$ cat src/rtl/core/smf_ram.sv
// Generic single-port-write, single-port-read RAM with registered read data.
// No dependencies.
`default_nettype none
module smf_ram #(
  parameter int WIDTH = 8,
  parameter int DEPTH = 256
) (
  input  wire                      clk_i,
  input  wire                      we_i,
  input  wire  [$clog2(DEPTH)-1:0] waddr_i,
  input  wire  [WIDTH-1:0]         wdata_i,
  input  wire                      re_i,
  input  wire  [$clog2(DEPTH)-1:0] raddr_i,
  output logic [WIDTH-1:0]         rdata_o
);

  logic [WIDTH-1:0] mem [DEPTH];

  always_ff @(posedge clk_i) begin
    if (we_i) begin
      mem[waddr_i] <= wdata_i;
    end
    if (re_i) begin
      rdata_o <= mem[raddr_i];
    end
  end

endmodule
`default_nettype wire

$ cat config.mk
export PLATFORM = sky130hd
export DESIGN_NAME = smf_ram
export DESIGN_NICKNAME = d
export VERILOG_FILES = /design/src/rtl/core/smf_ram.sv
export SDC_FILE = /design/constraint.sdc
export NUM_CORES = 2
export LEC_CHECK = 0
export ABC_CLOCK_PERIOD_IN_PS = 2820
export BUFFER_PORTS_ARGS = -buffer_cell sky130_fd_sc_hd__buf_2
export CORE_MARGIN = 4
export CORE_UTILIZATION = 55
export DETAILED_ROUTE_END_ITERATION = 8
export PLACE_DENSITY = 0.71
export SLEW_MARGIN = 20
export SYNTH_ARGS = -nofsm -noshare
export SYNTH_HDL_FRONTEND = slang
export SYNTH_SLANG_ARGS = --single-unit
$ cat constraint.sdc
create_clock -name clk_i -period 2.82 [get_ports clk_i]
set_input_delay 0.282 -clock clk_i [delete_from_list [all_inputs] [get_ports clk_i]]
set_output_delay 0.282 -clock clk_i [all_outputs]
set_load 0.005 [all_outputs]
==> impl_metrics.yaml <==
sta:
  finalHoldViolCount: 0
  fin_crit_sh_pct: 99.5
  drv_slew: 0
  fmax_mhz: 356
  setup_tns_ns: 0
  worst_pin_slew_ns: 0.992
  slew_headroom_pct: 33.9
  skew_ns: 0.0364
  rsz0062_at_grt: "false"
  finalCriticalPeriod_ns: 2.81
  finalSetupViolations: 0
finish:
  final_layout_size_suffix_gt1_share_pct: 30.7
  synthToLayoutAreaGrowth_pct: 16.4
  nFillCells: 9406
  final_nets: 4366
synthesis:
  synth_common_cells: "edfxtp_1, mux4_2, nor2_1, mux2i_1, a22oi_1"
  synth.distinct_cells: 54
  syn_area_um2: 79600
  yosysTopAreaCell: "edfxtp_1"
  synth_enable_flop_cells: 2056
  ys_async_sr_fraction_pct: 0
  synth-warning-count: 0
  synth_most_common_cell: "edfxtp_1"
  ys_seq_area_share_pct: 77.5
  ys_top_cells_by_area: "edfxtp_1, mux4_2, mux2i_1"
  syn_inst: 3733
  ys.flop_type: "edfxtp_1"
  ys_seq_elements: 2056
  synth_top_area_share_pct: 77.5
  syn_nets: 3760
  avgSynthCellArea_um2: 21.3
cts:
  cts_made_buffers: 199
  cts_sinks: 2056
  cts_max_level: 4
  max-clock-path-buffers: 3
  clk_latency_ns: 0.85
  cts-root-buf: "clkbuf_16"
  path_clk_slew_ns: 0.06
  cts_tree: "built"
route:
  vias_per_cell: 6.46
  route.detailed.drc: 0
  vias: 41439
  drt_iter0_markers: 5673
  wirelength_um: 198000
  ant_nets: 0
  first_pass_iters: 6
  routedWlPerCell_um: 30.8
worst_setup_path:
  crit_path_max_fanout: 1
  crit_required_ns: 3.38
  crit_chain: "mux4_2 -> nand2b_1 -> a311oi_1 -> o221ai_1 -> a211oi_1 -> buf_4 -> nor4_1"
  regToRegSetupSlack_ns: 0.01
  critPathCaptureType: "register"
  critPathArrivalTime_ns: 3.37
  cp_slowest_cell: "a211oi_1"
  cp_slowest_stage_delay_ns: 0.54
  critPathLaunchType: "register"
  cpLargestDelayFamily: "compound AO/OA/AOI/OAI gates"
  crit_buf_inv: 1
  path_class: "reg -> reg"
placed_design:
  port_buffers: 34
  hpwl_um: 126000
  gp_congestion: 0.912
floorplanning:
  io_pins: 35
  initial_core_util_pct: 55.4
  rows: 139
  die_w_um: 389
  die_area_um2: 151000
  die_y_um: 389
  core_area_um2: 144000
global_routing:
  grt_max_degree: 115
  antenna_found_initial: 13
  grt_pass1_wl_um: 290000
  track_usage_pct: 26.5
  grt_pass1_vias: 41208
  grt_overflow: 0
power_and_ir_drop:
  p_switching_mw: 13.4
  power_leakage_nw: 29.9
  seqPwrFrac_pct: 53.3
  p_clk_share_pct: 41.4
  power.total_mw: 63.3
  peakVddDrop_mv: 0.566
  switching_share_pct: 21.2
  intPower_mw: 49.9
  power_density_nw_per_um2: 683
  pwr-share-comb_pct: 5.3
hold_path:
  hold_class: "in -> reg"
outcome:
  status: "finished clean"
flow_run:
  cap_violations: 0
## path summary, 6_finish.rpt
kind | startpoint | depth (start not counted) | to
setup reg to reg | mem[42][3] | 7 | rdata_o[3]
setup / recovery | mem[42][3] | 7 | rdata_o[3]
hold / removal | wdata_i[3] | 1 | mem[75][3]
hold reg to reg | mem[21][6] | 7 | rdata_o[6]
## registers in the layout, indices dropped and copies added, names as in the netlist
signal / cells
mem: 2048
rdata_o: 8
## stage by stage
stage	util (%)	cell area (um2)	setup slack (ns)	std cells	hold WS [ns]
after floorplan	-	79600	0.462	3733	0.381
after global placement	60.0	86200	-0.672	6036	0.757
after detailed placement	60.0	86200	-0.628	6036	0.758
after CTS	64.5	92700	0.0113	6405	0.0294
after global routing	64.5	92700	0.0570	6406	0.0403
final	64.5	92700	0.0127	6413	0.0324
## metal layers
| metal | part of all wire, % | wire length [um] | global-route usage, % | up-vias |
|---|---|---|---|---|
| li1 | - | - | - | 16935 |
| met1 | 38 | 74700 | 37.4 | 21569 |
| met2 | 48 | 94900 | 41.3 | 2507 |
| met3 | 11 | 21000 | 6.39 | 426 |
| met4 | 3.6 | 7040 | 8.95 | 2 |
| met5 | 0.0066 | 13 | 0 | - |
## kinds of logic after synthesis
family	Yosys count	synth area share, %
flops	2056	77.5
mux	591	14.6
simple gates	466	2.63
compound gates	385	3.42
buf+inv	235	1.83
## worst register-to-register path, delay by kind of cell, from the launching register on
kind                   cells  cell delay, ns
buffers and inverters      1            0.23
flip-flops                 1            0.37
AND/OR/NAND/NOR            2            0.25
multiplexers               1            0.48
AO/OA/AOI/OAI              3            1.21
## timing repair
action	CTS	global route
setup buffers	0	0
gates resized for setup	2	1
hold buffers	5	0
hold endpoints to repair	163	0
setup endpoints to repair	2	1
pin swaps	0	0
## cells in the final DEF (no fill, tap or decap), types with 13 or more instances in the layout
| cell | n |
|---|---|
| a211oi_1 | 16 |
| a21oi_1 | 96 |
| a221oi_1 | 13 |
| a22oi_1 | 133 |
| buf_12 | 63 |
| buf_2 | 23 |
| buf_4 | 537 |
| bufinv_16 | 20 |
| clkbuf_1 | 41 |
| clkbuf_16 | 199 |
| clkinv_1 | 50 |
| clkinv_2 | 35 |
| edfxtp_1 | 2056 |
| mux2i_1 | 134 |
| mux4_2 | 454 |
| nand2_1 | 33 |
| nand3_1 | 34 |
| nor2_1 | 279 |
| nor2b_1 | 28 |
| nor3_1 | 18 |
| nor4_1 | 24 |
| o221ai_1 | 46 |
| o22ai_1 | 28 |
## layout make-up
type,count,area (um2),share of cell area [%]
diodes,8,20.0,0.0216
clock buffers,240,5130,5.54
clock inverters,124,1320,1.43
inverters,2,7.51,0.00810
multi-input cells,1442,16500,17.8
flip-flops and latches,2056,61700,66.6
well taps,1903,2380,2.57
repair buffers,638,5600,6.04
## power by group through the flow
stage / Combinational, mW / Clock (mW) / Sequential [mW]
3_5_place_dp: 3.34 / 0 / 34.4
2_1_floorplan: 1.64 / 0 / 34.4
6_report: 3.37 / 26.2 / 33.8
4_1_cts: 3.36 / 26.5 / 33.8
5_1_grt: 3.53 / 27.9 / 33.7
3_3_place_gp: 3.29 / 0 / 34.4
Power figures use the tool's default switching activity.
