==> config.mk <==
export PLATFORM = sky130hd
export DESIGN_NAME = smf_rank
export DESIGN_NICKNAME = d
export VERILOG_FILES = /design/src/rtl/core/smf_pkg.sv /design/src/rtl/core/smf_rank.sv
export SDC_FILE = /design/constraint.sdc
export NUM_CORES = 1
export LEC_CHECK = 0
export BUFFER_PORTS_ARGS = -buffer_cell sky130_fd_sc_hd__buf_2
export CAP_MARGIN = 20
export CORE_MARGIN = 2
export CORE_UTILIZATION = 40
export CTS_CLUSTER_SIZE = 10
export DETAILED_ROUTE_END_ITERATION = 12
export GPL_ROUTABILITY_DRIVEN = 1
export SLEW_MARGIN = 10
export SYNTH_ARGS = -nofsm -noshare
export SYNTH_HDL_FRONTEND = slang
export SYNTH_SLANG_ARGS = --single-unit
export TNS_END_PERCENT = 30
==> constraint.sdc <==
create_clock -name clk_i -period 2.9 [get_ports clk_i]
set_input_delay 0.145 -clock clk_i [delete_from_list [all_inputs] [get_ports clk_i]]
set_output_delay 0.145 -clock clk_i [all_outputs]
set_load 0.005 [all_outputs]
==> src/rtl/core/smf_pkg.sv <==
// Package for the sliding window median filter: sizes, register indexes and
// the structs passed between the filter's modules. No dependencies.
`default_nettype none
package smf_pkg;

  localparam int MAX_WIDTH   = 1024;
  localparam int MAX_KERNEL  = 11;
  localparam int KMAX        = (MAX_KERNEL - 1) | 1;
  localparam int COL_W       = $clog2(MAX_WIDTH);
  localparam int ROWM_W      = $clog2(MAX_KERNEL);
  localparam int ADDR_W      = ROWM_W + COL_W;
  localparam int STORE_DEPTH = MAX_KERNEL * MAX_WIDTH;
  localparam int K_W         = 4;
  localparam int R_W         = $clog2(MAX_KERNEL / 2 + 1);
  localparam int N_W         = $clog2(MAX_KERNEL * MAX_KERNEL + 1);
  localparam int WID_W       = 11;
  localparam int HGT_W       = 16;
  localparam int LAT_W       = $clog2((MAX_KERNEL / 2) * MAX_WIDTH + MAX_KERNEL / 2 + 2);
  localparam int PIX_W       = 8;
  localparam int BIT_W       = $clog2(PIX_W);
  localparam int PADDR_W     = 4;
  localparam int PDATA_W     = 32;

  typedef enum logic [1:0] {
    REG_KERNEL = 2'd0,
    REG_WIDTH  = 2'd1,
    REG_HEIGHT = 2'd2
  } reg_idx_e;

  // Effective (clamped) frame geometry.
  typedef struct packed {
    logic [K_W-1:0]   k;
    logic [R_W-1:0]   r;
    logic [N_W-1:0]   n;
    logic [WID_W-1:0] w;
    logic [HGT_W-1:0] h;
  } cfg_t;

  // Commands from the sequencer to the rank selection unit.
  typedef struct packed {
    logic             start;
    logic             decide;
    logic [BIT_W-1:0] bit_idx;
  } rank_ctl_t;

endpackage
`default_nettype wire

==> src/rtl/core/smf_rank.sv <==
// Bitwise radix selection unit: one counting pass per result bit, finding the
// value of a given rank among the streamed window values. Depends on smf_pkg.
`default_nettype none
module smf_rank import smf_pkg::*; (
  input  wire              clk_i,
  input  wire              rst_ni,
  input  rank_ctl_t        ctl_i,
  input  wire  [N_W-1:0]   n_i,
  input  wire              data_vld_i,
  input  wire  [PIX_W-1:0] data_i,
  output logic [PIX_W-1:0] prefix_o
);

  logic [N_W-1:0]   cnt_q;
  logic [N_W-1:0]   rank_q;
  logic [PIX_W-1:0] prefix_q;
  logic [PIX_W-1:0] hi_mask;
  logic             match;

  // A value counts when it agrees with the settled upper bits and has a zero
  // in the bit under decision.
  always_comb begin
    hi_mask = (PIX_W'({PIX_W{1'b1}}) << ctl_i.bit_idx) << 1;
    match   = (((data_i ^ prefix_q) & hi_mask) == '0) && !data_i[ctl_i.bit_idx];
  end

  always_ff @(posedge clk_i or negedge rst_ni) begin
    if (!rst_ni) begin
      cnt_q    <= '0;
      rank_q   <= '0;
      prefix_q <= '0;
    end else if (ctl_i.start) begin
      cnt_q    <= '0;
      rank_q   <= n_i >> 1;
      prefix_q <= '0;
    end else if (ctl_i.decide) begin
      cnt_q <= '0;
      if (rank_q >= cnt_q) begin
        prefix_q[ctl_i.bit_idx] <= 1'b1;
        rank_q                  <= rank_q - cnt_q;
      end
    end else if (data_vld_i && match) begin
      cnt_q <= cnt_q + N_W'(1);
    end
  end

  assign prefix_o = prefix_q;

endmodule
`default_nettype wire

==> flow_summary_export.csv <==
group,metric,value,unit
cts,post-cts-setup-buffer-count,0,
critical_path,worstPathCellList,"inv_1, ha_1, nor2b_1, o211ai_1, a21boi_1, o2111ai_1, nand2_1, mux2_1",
power_and_ir_drop,power_density,620.4,nW/um2
grt,grt_max_degree,23,
run_status,status,"complete, no violations",
placement,dp_hpwl,2.677,mm
cts,cts_tree,"built",
critical_path,start_kind,"flop",
critical_path,r2r_end,"rank_q[5]",
critical_path,cp_slowest_stage_delay,0.48,ns
yosys,synth_area,1536,um2
yosys,synthMuxAreaShare,4.967,%
placement,portBuffers,29,
cts,cts_sinks,22,
drt,drcViolationCount,0,
yosys,synthSimpleGateAreaFrac,18.16,%
drt,wl,3.424,mm
cells_and_area,area_delta_synth_final,15.23,%
drt,num_vias,1329,
cells_and_area,final_common_cell,"buf_2",
power_and_ir_drop,power,1098,uW
sta,finalSetupViolations,0,
sta,rsz0062_at_grt,"no",
cts,htree_num_levels,1,
yosys,synth_top_family_by_area,"compound AO/OA/AOI/OAI gates",
drt,wl_per_cell,14.33,um
grt,grt_usage,16.62,%
sta,setup_tns,0,ns
critical_path,cp.arrival,2.77,ns
critical_path,crit_slowest_cell,"dfrtp_1",
cts,cts_buffers,3,
yosys,ys_seq_area_share,35.83,%
floorplanning,die_w,65.98,um
worst_hold_path,hold_path_class,"input port to flop",
critical_path,crit_start,"cnt_q[1]",
cts,cts_resized,0,
critical_path,r2r_cells,8,
yosys,async_reset_ff_share,100.0,%
cts,cts-root-buf,"clkbuf_8",
critical_path,rrSetupSlack,0.28,ns
cts,clk_latency,0.26,ns
sta,min_period,2.624,ns
yosys,ys_types,44,
sta,period_share,90.49,%
cells_and_area,layout_common_cells,"29 x buf_2, 22 x dfrtp_1, 14 x inv_1",
sta,tightest_slew,0.5201,ns
yosys,syn_nets,195,
critical_path,cp-endpoint,"rank_q[5]",
placement,gp_congestion,0.8147,
yosys,syn_inst,163,
floorplanning,start_util,41.66,%
floorplanning,num_rows,22,
drt,first_iter_violations,45,
cts,clk_pin_slew,0.09,ns
sta,slew_violations,0,
sta,hold_viol_final,0,
critical_path,cp_max_fo,12,
cts,clk_path_buf_depth,2,
yosys,synth_compound_area_share,21.74,%
yosys,synthXorXnorAreaFrac,5.700,%
yosys,synth-edff-count,0,
grt,grt_overflow_total,0,
floorplanning,dieArea,4353,um2
grt,grt_pass1_wl,5.547,mm
critical_path,worstPathRequired,3.04,ns
drt,viasPerCell,5.561,
sta,max_freq,381.1,MHz
grt,grt_pass1_vias,1239,
power_and_ir_drop,p_leak,0.0007938,uW
cells_and_area,n_antenna_cell,0,
floorplanning,io_pins,31,
grt,antenna_found_initial,0,
power_and_ir_drop,ir_drop,300.3,uV
sta,finClkSkew,0.01077,ns
critical_path,endpoint_kind,"flop",
cells_and_area,layout-drive-gt1-share,20.42,%
cells_and_area,nets,224,
worst_hold_path,whs_path_depth,3,
critical_path,timing.rr.start,"cnt_q[1]",
sta,slew-limit-headroom,65.33,%
yosys,yosys_most_used_dff,"dfrtp_1",
flow_run,cap_violations,0,
yosys,avgSynthCellArea,9.426,um2
floorplanning,die_height,65.98,um
yosys,synth-adder-area-share,7.818,%
drt,ant_nets,0,
critical_path,critPathKind,"flop to flop",
floorplanning,core_area,3689,um2
yosys,synth-seq-cells,22,
drt,drt_first_pass_iters,4,
yosys,yosys_warnings,0,
-- cell usage after synthesis, types with 2 or more instances --
cell       n  share of area, %
dfrtp_1   22                36
inv_1     14               3.4
a21oi_1   13               4.2
nor2_1    11               2.7
a32o_1     8               5.2
ha_1       8               6.5
o21ai_0    8               2.6
nand2_1    6               1.5
nand3_1    6               2.0
nor2b_1    6               2.4
xnor2_1    6               3.4
nand4_1    5               2.0
or3_1      4               1.6
xor2_1     4               2.3
mux2_1     3               2.2
o21ai_1    3              0.98
a221oi_1   2               1.1
and2_1     2              0.81
buf_2      2              0.65
clkbuf_1   2              0.49
mux2_2     2               1.5
mux2i_1    2               1.3
nor3_1     2              0.65
o21a_1     2              0.98
-- how the worst min path moves through the flow --
stage | slack [ns] | from | endpoint
detailed placement | 0.16 | rst_ni | rank_q[1]
floorplan | -0.15 | rst_ni | cnt_q[0]
global placement | 0.15 | rst_ni | rank_q[1]
global route | 0.22 | n_i[5] | rank_q[4]
finish | 0.20 | n_i[1] | rank_q[0]
CTS | 0.19 | n_i[1] | rank_q[0]
-- flip-flops by register name, indices dropped and copies added, names as in the netlist --
name,count
rank_q,7
cnt_q,7
prefix_o,8
-- stage by stage --
stage | std cells | utilization [%] | area, um2 | hold slack, ns | worst slack [ns]
finish | 239 | 48.00 | 1770 | 0.1992 | 0.2759
global route | 239 | 48.00 | 1770 | 0.2158 | 0.1059
CTS | 239 | 48.00 | 1770 | 0.1941 | 0.3032
detailed placement | 234 | 46.23 | 1705 | 0.1621 | 0.3301
global placement | 234 | 46.23 | 1705 | 0.1488 | 0.3699
floorplan | 163 | - | 1536 | -0.1506 | 0.7047
-- critical path, delay by kind of cell (launching register included) --
kind	cells	cell delay (ns)
compound gates	3	0.69
buf+inv	1	0.07
flops	1	0.48
fa+ha+maj	1	0.32
simple gates	2	0.53
mux	1	0.41
-- routing by layer --
metal	share of wire, %	GRT usage [%]	vias to the layer above	routed length, um
met5	0	0	-	0
met2	47	28.03	29	1612
met3	4.2	2.555	2	144
met4	0.53	4.592	0	18
met1	48	22.12	645	1649
li1	-	-	653	-
-- cell families (layout without fill, tap and decap cells) --
group	after synthesis	after routing
AO/OA/AOI/OAI	46	46
XOR/XNOR	10	10
adder cells (fa/ha/maj)	9	9
buffers and inverters	20	48
flip-flops	22	22
multiplexers	7	7
AND/OR/NAND/NOR	49	49
-- area by class of cell --
cell class	instances	area [um2]
inverters	14	52.55
clock buffers	4	55.05
repair buffers	30	155.1
well taps	48	60.06
fillers	388	1918
multi-input cells	121	897.1
flip-flops and latches	22	550.5
-- report_power, final --
group / switching, uW / total (uW) / internal (uW)
clock network: 102 / 223 / 121
logic: 263 / 483 / 220
registers: 31.0 / 393 / 362
total: 396 / 1100 / 702
-- timing repair --
| item | CTS | global route |
|---|---|---|
| endpoints found under the hold margin | 22 | 0 |
| hold buffers | 1 | 0 |
| endpoints found under the setup margin | 0 | 0 |
Power figures use the tool's default switching activity.
