$ cat src/rtl/core/smf_pkg.sv
// Package for the sliding window median filter: sizes, register indexes and
// the structs passed between the filter's modules. No dependencies.
`default_nettype none
package smf_pkg;

  localparam int MAX_WIDTH   = 1024;
  localparam int MAX_KERNEL  = 11;
  localparam int KMAX        = (MAX_KERNEL - 1) | 1;
  localparam int COL_W       = $clog2(MAX_WIDTH);
  localparam int ROWM_W      = $clog2(MAX_KERNEL);
  localparam int ADDR_W      = ROWM_W + COL_W;
  localparam int STORE_DEPTH = MAX_KERNEL * MAX_WIDTH;
  localparam int K_W         = 4;
  localparam int R_W         = $clog2(MAX_KERNEL / 2 + 1);
  localparam int N_W         = $clog2(MAX_KERNEL * MAX_KERNEL + 1);
  localparam int WID_W       = 11;
  localparam int HGT_W       = 16;
  localparam int LAT_W       = $clog2((MAX_KERNEL / 2) * MAX_WIDTH + MAX_KERNEL / 2 + 2);
  localparam int PIX_W       = 8;
  localparam int BIT_W       = $clog2(PIX_W);
  localparam int PADDR_W     = 4;
  localparam int PDATA_W     = 32;

  typedef enum logic [1:0] {
    REG_KERNEL = 2'd0,
    REG_WIDTH  = 2'd1,
    REG_HEIGHT = 2'd2
  } reg_idx_e;

  // Effective (clamped) frame geometry.
  typedef struct packed {
    logic [K_W-1:0]   k;
    logic [R_W-1:0]   r;
    logic [N_W-1:0]   n;
    logic [WID_W-1:0] w;
    logic [HGT_W-1:0] h;
  } cfg_t;

  // Commands from the sequencer to the rank selection unit.
  typedef struct packed {
    logic             start;
    logic             decide;
    logic [BIT_W-1:0] bit_idx;
  } rank_ctl_t;

endpackage
`default_nettype wire

$ cat src/rtl/core/smf_apb.sv
// Configuration registers behind the APB-style port, with clamping of the
// raw values to the effective geometry. Depends on smf_pkg.
`default_nettype none
module smf_apb import smf_pkg::*; (
  input  wire                clk_i,
  input  wire                rst_ni,
  input  wire                psel,
  input  wire                penable,
  input  wire                pwrite,
  input  wire  [PADDR_W-1:0] paddr,
  input  wire  [PDATA_W-1:0] pwdata,
  output logic [PDATA_W-1:0] prdata,
  output logic               pready,
  output cfg_t               cfg_o,
  output logic               restart_o
);

  logic [K_W-1:0]   kernel_q;
  logic [WID_W-1:0] width_q;
  logic [HGT_W-1:0] height_q;
  logic             wr;
  reg_idx_e         idx;
  logic [K_W-1:0]   k_odd;
  logic [K_W-1:0]   k_eff;

  assign pready = 1'b1;
  assign wr     = psel && penable && pwrite;
  assign idx    = reg_idx_e'(paddr[PADDR_W-1:2]);

  always_ff @(posedge clk_i or negedge rst_ni) begin
    if (!rst_ni) begin
      kernel_q <= K_W'(3);
      width_q  <= WID_W'(640);
      height_q <= HGT_W'(480);
    end else if (wr) begin
      case (idx)
        REG_KERNEL: kernel_q <= pwdata[K_W-1:0];
        REG_WIDTH:  width_q  <= pwdata[WID_W-1:0];
        REG_HEIGHT: height_q <= pwdata[HGT_W-1:0];
        default: ;
      endcase
    end
  end

  always_comb begin
    restart_o = 1'b0;
    prdata    = '0;
    case (idx)
      REG_KERNEL: begin
        restart_o = wr;
        prdata    = PDATA_W'(kernel_q);
      end
      REG_WIDTH: begin
        restart_o = wr;
        prdata    = PDATA_W'(width_q);
      end
      REG_HEIGHT: begin
        restart_o = wr;
        prdata    = PDATA_W'(height_q);
      end
      default: ;
    endcase
  end

  // Even sizes round up to the next odd one, then clamp to the legal range.
  always_comb begin
    k_odd = kernel_q[0] ? kernel_q : kernel_q + K_W'(1);
    k_eff = k_odd;
    if (k_odd < K_W'(3)) begin
      k_eff = K_W'(3);
    end else if (k_odd > K_W'(KMAX)) begin
      k_eff = K_W'(KMAX);
    end
  end

  always_comb begin
    cfg_o.k = k_eff;
    cfg_o.r = R_W'(k_eff >> 1);
    cfg_o.n = N_W'(N_W'(k_eff) * N_W'(k_eff));
    if (width_q == '0) begin
      cfg_o.w = WID_W'(1);
    end else if (width_q > WID_W'(MAX_WIDTH)) begin
      cfg_o.w = WID_W'(MAX_WIDTH);
    end else begin
      cfg_o.w = width_q;
    end
    cfg_o.h = (height_q == '0) ? HGT_W'(1) : height_q;
  end

endmodule
`default_nettype wire

$ cat config.mk
export PLATFORM = sky130hd
export DESIGN_NAME = smf_apb
export DESIGN_NICKNAME = d
export VERILOG_FILES = /design/src/rtl/core/smf_pkg.sv /design/src/rtl/core/smf_apb.sv
export SDC_FILE = /design/constraint.sdc
export NUM_CORES = 1
export LEC_CHECK = 0
export BUFFER_PORTS_ARGS = -buffer_cell sky130_fd_sc_hd__buf_2
export CORE_MARGIN = 5
export CORE_UTILIZATION = 41
export CTS_BUF_LIST = sky130_fd_sc_hd__clkbuf_4 sky130_fd_sc_hd__clkbuf_8
export DETAILED_ROUTE_END_ITERATION = 10
export GPL_TIMING_DRIVEN = 0
export MAX_ROUTING_LAYER = met4
export PLACE_DENSITY = 0.78
export SLEW_MARGIN = 20
export SYNTH_ARGS = -nofsm -noshare
export SYNTH_HDL_FRONTEND = slang
export SYNTH_SLANG_ARGS = --single-unit
$ cat constraint.sdc
create_clock -name clk_i -period 2.4 [get_ports clk_i]
set_input_delay 0.36 -clock clk_i [delete_from_list [all_inputs] [get_ports clk_i]]
set_output_delay 0.36 -clock clk_i [all_outputs]
set_load 0.01 [all_outputs]
==> results of run 1 <==
-- logic make-up after synthesis --
group,synth area share
other cells,0.00374
simple gates,0.121
fa+ha+maj,0.0498
buf+inv,0.152
mux,0.212
flops,0.391
compound gates,0.0610
xor+xnor,0.00871
-- through the flow --
| stage | TNS, ns | power (mW) |
|---|---|---|
| floorplan | -0.191 | 1.43 |
| CTS | -0.747 | 2.29 |
| global placement | -0.341 | 1.75 |
| global route | -1.04 | 2.46 |
| detailed placement | -0.412 | 1.78 |
| finish | -0.764 | 2.28 |
-- path summary, 6_finish.rpt --
check / end / start / cells after the start / slack [ns]
max in group asynchronous: kernel_q[3] / rst_ni / 1 / 1.81
min reg2reg: width_q[5] / width_q[5] / 1 / 0.56
min in group clk_i: height_q[14] / pwdata[14] / 2 / 0.31
min: height_q[9] / rst_ni / 1 / 0.11
max reg2reg: width_q[10] / width_q[10] / 2 / 1.44
max: cfg_o[33] / kernel_q[3] / 11 / -0.57
-- area by class of cell --
type	count	area (µm²)
Buffer	49	295
Fill cell	435	1980
Timing Repair Buffer	80	425
Tap cell	67	83.8
Inverter	3	11.3
Sequential cell	31	787
Clock buffer	8	104
Multi-Input combinational cell	121	1070
-- state kept, by name, indices dropped and copies added (netlist names) --
signal    flops
height_q     16
kernel_q      4
width_q      11
-- synth_stat cells (all sizes together), types with 3 or more instances --
cell type  number
nor2b          11
mux2i           4
clkbuf         21
mux2           31
a22o            7
dfrtp          23
nor2            3
dfstp           8
and2            5
nand2           4
nor4            5
o21ai           4
ha              8
buf            28
inv             3
-- per-layer routing --
layer | up-vias | routed length (µm) | part of all wire
li1 | 795 | - | -
met1 | 738 | 2200 | 0.43
met2 | 81 | 2290 | 0.45
met3 | 17 | 431 | 0.084
met4 | 0 | 187 | 0.037
met5 | - | 0 | 0
-- placed cells by master, fill, tap and decap left out, types with 5 or more instances in the layout --
cell	count
clkbuf_8	7
clkbuf_1	20
buf_4	29
and2_1	5
nor2b_1	10
buf_2	76
conb_1	20
mux2_2	21
nor4_1	5
dfrtp_1	22
a22o_1	7
mux2_4	10
dfstp_2	8
-- power by group through the flow --
stage | combinational, mW | sequential, mW | clock [mW]
after floorplan | 0.668 | 0.763 | 0
after global placement | 0.942 | 0.805 | 0
after detailed placement | 0.964 | 0.811 | 0
after CTS | 1.02 | 0.801 | 0.470
after global routing | 1.13 | 0.825 | 0.500
final | 1.02 | 0.802 | 0.460
-- repair_timing --
action,in CTS,in global routing
endpoints found under the setup margin,3,3
pin swaps,1,0
cloned,0,0
buffers inserted,5,0
endpoints found under the hold margin,0,0
resized for setup,3,2
==> impl_metrics.ini, run 1 <==
[power]
p_seq_frac = 0.351
ir_drop_uv = 487
powerDensity_mw_per_mm2 = 823
p_int_mw = 1.49
p_leak_nw = 1.44
pwr-share-comb = 0.447
netSwitchingFraction = 0.347
p_sw_mw = 0.793
power.share.clock = 0.201

[clock_tree]
clock_path_buffers = 2
tritoncts = built
cts.sinks = 31
clk_pin_slew_ns = 0.06
cts_buffers = 5
cts-root-buf = clkbuf_8
clock_latency_ns = 0.28
cts.htree.levels = 2
postCtsHoldBufs = 0

[worst_setup_path]
crit_buf_inv = 2
cp_slowest_cell = dfrtp_2
crit_fanout = 6
critPathLaunchType = flip-flop
required_ns = 2.04
critPathMaxStageDelay_ns = 0.44
cp_cell_sequence = buf_12 > nor2b_4 > ha_2 > ha_2 > or2_4 > ha_4 > ha_4 > nand4b_1 > a31oi_2 > a41oi_2 > buf_2
cp-end-kind = primary output
critPathTopFamily = adder cells
arrival_ns = 2.61
crit_type = reg -> out

[drt]
drc = 0
wl_um = 5120
routed_via_density = 4.54
antenna_left = 0
dr.pass1.iters = 4
wl_per_cell_um = 14.2
drtIter0Drc = 56
vias = 1631

[logic_synthesis]
synth_warnings = 0
synth_top_area_share = 0.286
synth_top_area_cell = dfrtp_1
synth-seq-cells = 31
ys_seq_area_frac = 0.391
synth_edf_count = 0
synth.area.top_cells = dfrtp_1 (29%), mux2_2 (12%), dfstp_2 (10%), buf_4 (9.3%), mux2_4 (7.5%)
synthesis.area_mm2 = 0.00201
netlist_instances = 186
synthArstFlopShare = 1.00
yosysUniqueCellTypes = 34
synthFlopType = dfrtp_1
avgSynthCellArea_um2 = 10.8

[global_route]
antenna_found_initial = 0
grt_pass1_vias = 1678
busiest_layer = met2
grt_max_degree = 32
use_met3 = 0.0474
overflow = 0
grt_pass1_wl_um = 8130
grt_util_all_layers = 0.172
met1_usage = 0.217
grt.met2_usage = 0.256

[timing]
relSlewSlack = 0.546
tightestPinTransition_ns = 0.681
clock_skew_ns = 0
worst_slack_ns = -0.571
rsz0062_at_grt = yes
period_share = 1.24
max_freq_mhz = 337
setup_violations = 2
hold_viol = 0
finalCriticalPeriod_ns = 2.97
slew_violations = 0
hold_slack_ns = 0.113

[placed_design]
port_buffers = 75
dp_cells = 346
place_ws_ns = -0.379
hpwl_um = 3850
gp_congestion = 0.764
placed_area_mm2 = 0.00260

[run_status]
status = finished, violations left
violations = setup timing

[layout]
stdcell_area_mm2 = 0.00278
area_growth_pct = 38.0
finalNetCount = 340
n_antenna_cell = 0
stdcell_count = 359
utilization = 0.584
drive_above_1_share = 0.586

[floorplanning]
die_area_mm2 = 0.00640
chipHeight_um = 80.0
core_area_mm2 = 0.00475
die_x_um = 80.0
initial_utilization = 0.423
rows = 25
ios = 116

[worst_hold_path]
hold_class = in -> async

[job]
maxCapViolations = 0
(Power assumes the default switching activity.)
==> run 2: changes to the inputs <==
==> constraint.sdc (replaced) <==
create_clock -name clk_i -period 2.4 [get_ports clk_i]
set_input_delay 0.48 -clock clk_i [delete_from_list [all_inputs] [get_ports clk_i]]
set_output_delay 0.48 -clock clk_i [all_outputs]
set_load 0.01 [all_outputs]
==> run 2 against run 1 <==
  * The flow still finishes with violations (setup timing)
  * Utilization increased by 1.3 points
  * Register-to-register slack hardly changed
  * Power increased by 2.1%
  * Die area is the same
  * Critical path type unchanged
==> impl_metrics.ini, run 2 (synthesized netlist as in run 1, its figures left out) <==
[run_status]
status = finished, violations left
violations = setup timing

[drt]
dr.pass1.iters = 4
drtIter0Drc = 10
drc = 0
wl_um = 5210
antenna_left = 0
routed_via_density = 4.59
wl_per_cell_um = 14.3
vias = 1674

[floorplanning]
die_x_um = 80.0
core_area_mm2 = 0.00475
initial_utilization = 0.423
rows = 25
ios = 116
die_area_mm2 = 0.00640
chipHeight_um = 80.0

[worst_setup_path]
crit_start = kernel_q[3]
critPathTopFamily = adder cells
cp_slowest_cell = dfrtp_2
crit_buf_inv = 1
cp-end-kind = primary output
r2r_start = width_q[10]
cp_cell_sequence = xor2_1 > nand2b_1 > ha_4 > ha_4 > or2_4 > ha_4 > ha_4 > nand4b_1 > a31oi_2 > a41oi_2 > buf_2
required_ns = 1.92
crit_type = reg -> out
arrival_ns = 2.66
crit_fanout = 3
cp_common_cell = ha_4
critPathMaxStageDelay_ns = 0.44
critPathLaunchType = flip-flop

[placed_design]
hpwl_um = 3820
gp_congestion = 0.751
port_buffers = 75
dp_cells = 346

[layout]
reg.largest.list = height_q (16), width_q (11), kernel_q (4)
layout_common_cells = buf_2 (75), buf_4 (36), dfrtp_1 (22)
largest_reg_flops = 16
regMostFlops = height_q
drive_above_1_share = 0.607
multi_input_area_mm2 = 0.00110
final_common_cell = buf_2
area_growth_pct = 41.1
finalNetCount = 346
n_antenna_cell = 0
seq_area_um2 = 787
fill_cells = 430
stdcell_count = 365

[job]
maxCapViolations = 0

[global_route]
antenna_found_initial = 0
grt_max_degree = 32
grt_util_all_layers = 0.170
grt_pass1_vias = 1638
grt_pass1_wl_um = 8060
overflow = 0

[clock_tree]
postCtsHoldBufs = 0
clock_path_buffers = 2
tritoncts = built
cts_buffers = 5
cts.htree.levels = 2
clk_pin_slew_ns = 0.07
cts.sinks = 31
cts-root-buf = clkbuf_8
clock_latency_ns = 0.28

[power]
ir_drop_uv = 473
p_leak_nw = 1.47
power_mw = 2.33
powerDensity_mw_per_mm2 = 822

[timing]
relSlewSlack = 0.540
setup_violations = 2
slew_violations = 0
max_freq_mhz = 318
period_share = 1.31
rsz0062_at_grt = yes
finalCriticalPeriod_ns = 3.14
worst_slack_ns = -0.741
clock_skew_ns = 0
tightestPinTransition_ns = 0.690
hold_viol = 0

[worst_hold_path]
hold_class = in -> async
[run 2: cell count changes in the layout (fill, tap and decap cells not counted), sizes merged]
cell	previous run	this run
buf	108	114
[run 2: stage by stage]
step	setup TNS, ns	setup WS (ns)	instance area [µm²]	hold WS [ns]	utilization
floorplan	-0.310	-0.298	2140	0.184	-
global placement	-0.566	-0.441	2600	0.531	0.547
detailed placement	-0.636	-0.482	2600	0.540	0.547
CTS	-0.995	-0.674	2780	0.258	0.584
global route	-1.29	-0.856	2840	0.290	0.597
finish	-1.09	-0.741	2840	0.235	0.597
[run 2: repair_timing]
action | CTS | global route
gates resized for setup | 8 | 3
setup buffers | 9 | 5
pin swaps | 2 | 2
endpoints found under the setup margin | 3 | 3
[run 2: area by class of cell]
| cell class | count | area share |
|---|---|---|
| inverter | 3 | 0.00397 |
| sequential | 31 | 0.277 |
| clock buffer | 8 | 0.0322 |
| buffer | 49 | 0.104 |
| multi-input combinational | 121 | 0.389 |
| timing repair buffer | 86 | 0.164 |
| tap | 67 | 0.0295 |
[run 2: path summary, 6_finish.rpt]
kind | to | slack (ns) | depth (start not counted)
max in group asynchronous | kernel_q[3] | 1.69 | 1
min in group clk_i | height_q[12] | 0.43 | 2
setup / recovery | cfg_o[33] | -0.74 | 11
hold reg to reg | height_q[15] | 0.56 | 1
setup reg to reg | width_q[10] | 1.43 | 2
hold / removal | width_q[5] | 0.23 | 1
[run 2: worst register-to-register path: cells and delay by family (launching register included)]
| kind | cells | cell delay (ns) |
|---|---|---|
| buffers and inverters | 1 | 0.19 |
| flip-flops | 1 | 0.41 |
| multiplexers | 1 | 0.26 |
[run 2: power by group]
group	switching (mW)	internal, mW	leakage, nW
logic	0.502	0.601	1.05
clock network	0.188	0.239	0.0498
registers	0.132	0.670	0.365
total	0.823	1.51	1.47
[run 2: per-layer routing]
metal | part of all wire | track usage | vias up
li1 | - | - | 805
met1 | 0.39 | 0.195 | 771
met2 | 0.50 | 0.286 | 93
met3 | 0.097 | 0.0508 | 5
met4 | 0.0081 | 0.0541 | 0
met5 | 0 | - | -
==> run 3: changes to the inputs <==
--- a/config.mk
+++ b/config.mk
@@ -12,7 +12,7 @@
 export DETAILED_ROUTE_END_ITERATION = 10
 export GPL_TIMING_DRIVEN = 0
 export MAX_ROUTING_LAYER = met4
-export PLACE_DENSITY = 0.78
+export PLACE_DENSITY = 0.79
 export SLEW_MARGIN = 20
 export SYNTH_ARGS = -nofsm -noshare
 export SYNTH_HDL_FRONTEND = slang
==> run 3 against run 2 <==
  * The flow still finishes with violations (setup timing)
  * Routed wire length is 1.6% lower
  * Die area unchanged
  * Register-to-register slack barely moved
  * Utilization fell by 1.1 points
  * Global-route usage shrank 0.54 points
  * Maximum frequency increased by 3.1%
  * Final cell count shrank 1.4%
  * Final area down 1.9%
  * Critical endpoint unchanged
==> impl_metrics.ini, run 3 (synthesized netlist as in run 1, its figures left out) <==
[worst_setup_path]
critPathLaunchType = flip-flop
cp-end-kind = primary output
crit_fanout = 4
required_ns = 1.92
arrival_ns = 2.57
critPathTopFamily = adder cells
cp_cell_sequence = xor2_1 > nand2b_1 > ha_2 > ha_2 > or2_4 > ha_4 > ha_4 > nand4b_1 > a31oi_2 > a41oi_2 > buf_2
crit_buf_inv = 1
crit_type = reg -> out
critPathMaxStageDelay_ns = 0.42
cp_slowest_cell = dfrtp_1

[drt]
dr.pass1.iters = 6
antenna_left = 0
drc = 0
vias = 1631
routed_via_density = 4.53
wl_um = 5130
drtIter0Drc = 31
wl_per_cell_um = 14.2

[floorplanning]
rows = 25
core_area_mm2 = 0.00475
die_x_um = 80.0
initial_utilization = 0.423
chipHeight_um = 80.0
ios = 116
die_area_mm2 = 0.00640

[timing]
hold_viol = 0
slew_violations = 0
hold_slack_ns = 0.236
tightestPinTransition_ns = 0.690
finalCriticalPeriod_ns = 3.05
worst_slack_ns = -0.648
relSlewSlack = 0.540
period_share = 1.27
clock_skew_ns = 0
rsz0062_at_grt = yes
max_freq_mhz = 328
setup_violations = 2

[clock_tree]
cts-root-buf = clkbuf_8
clock_path_buffers = 2
cts.htree.levels = 2
postCtsHoldBufs = 0
cts_buffers = 5
clock_latency_ns = 0.28
cts.sinks = 31
clk_pin_slew_ns = 0.07
tritoncts = built

[layout]
utilization = 0.586
fill_cells = 421
stdcell_area_mm2 = 0.00278
stdcell_count = 360
drive_above_1_share = 0.594
largest_reg_flops = 16
regMostFlops = height_q
finalNetCount = 341
reg.largest.list = height_q (16), width_q (11), kernel_q (4)
n_antenna_cell = 0
layout_common_cells = buf_2 (75), buf_4 (31), dfrtp_1 (22)
final_common_cell = buf_2
area_growth_pct = 38.5

[power]
p_leak_nw = 1.44
p_seq_frac = 0.353
powerDensity_mw_per_mm2 = 817
p_int_mw = 1.48
ir_drop_uv = 448
power.share.clock = 0.186
pwr-share-comb = 0.461
p_sw_mw = 0.799
netSwitchingFraction = 0.351

[placed_design]
placed_area_mm2 = 0.00260
gp_congestion = 0.766
port_buffers = 75
hpwl_um = 3960
dp_cells = 346

[job]
maxCapViolations = 0

[global_route]
overflow = 0
grt_util_all_layers = 0.165
antenna_found_initial = 0
grt_max_degree = 32
grt_pass1_wl_um = 7960
grt_pass1_vias = 1663

[run_status]
violations = setup timing
status = finished, violations left

[worst_hold_path]
hold_class = in -> async
## run 3: final timing paths
path	from	to	slack, ns	depth (start not counted)
worst min-delay path	rst_ni	width_q[8]	0.24	1
worst max register to register	kernel_q[3]	kernel_q[3]	1.43	2
min in group clk_i	pwdata[11]	height_q[11]	0.43	2
worst min register to register	height_q[11]	height_q[11]	0.56	1
worst max-delay path	kernel_q[2]	cfg_o[33]	-0.65	11
max in group asynchronous	rst_ni	kernel_q[3]	1.68	1
## run 3: power groups by stage
stage | clock (mW) | combinational [mW] | sequential (mW)
final | 0.422 | 1.05 | 0.804
after global routing | 0.457 | 1.15 | 0.822
after CTS | 0.433 | 1.02 | 0.803
after detailed placement | 0 | 0.967 | 0.814
after global placement | 0 | 0.946 | 0.803
after floorplan | 0 | 0.671 | 0.763
## run 3: what timing repair did
action / CTS / global route
setup buffers: 4 / 2
gates resized for setup: 3 / 5
pin swaps: 2 / 1
endpoints found under the setup margin: 3 / 3
## run 3: cell type report
class                           instances  area, µm²  share of cell area
Sequential cell                        31        787               0.283
Clock buffer                            8       91.3              0.0328
Tap cell                               67       83.8              0.0301
Inverter                                3       11.3             0.00404
Buffer                                 49        303               0.109
Multi-Input combinational cell        121       1080               0.388
Timing Repair Buffer                   81        427               0.153
## run 3: layer usage
layer | track usage | vias to the layer above | share of wire
li1 | - | 792 | -
met1 | 0.187 | 758 | 0.39
met2 | 0.281 | 73 | 0.51
met3 | 0.0497 | 8 | 0.091
met4 | 0.0456 | 0 | 0.010
met5 | - | - | 0
## run 3: metrics by stage
stage | setup slack, ns | total power [mW] | setup TNS, ns
after floorplan | -0.298 | 1.43 | -0.310
after global placement | -0.452 | 1.75 | -0.589
after detailed placement | -0.507 | 1.78 | -0.681
after CTS | -0.668 | 2.25 | -0.987
after global routing | -0.783 | 2.43 | -1.34
final | -0.648 | 2.28 | -1.05
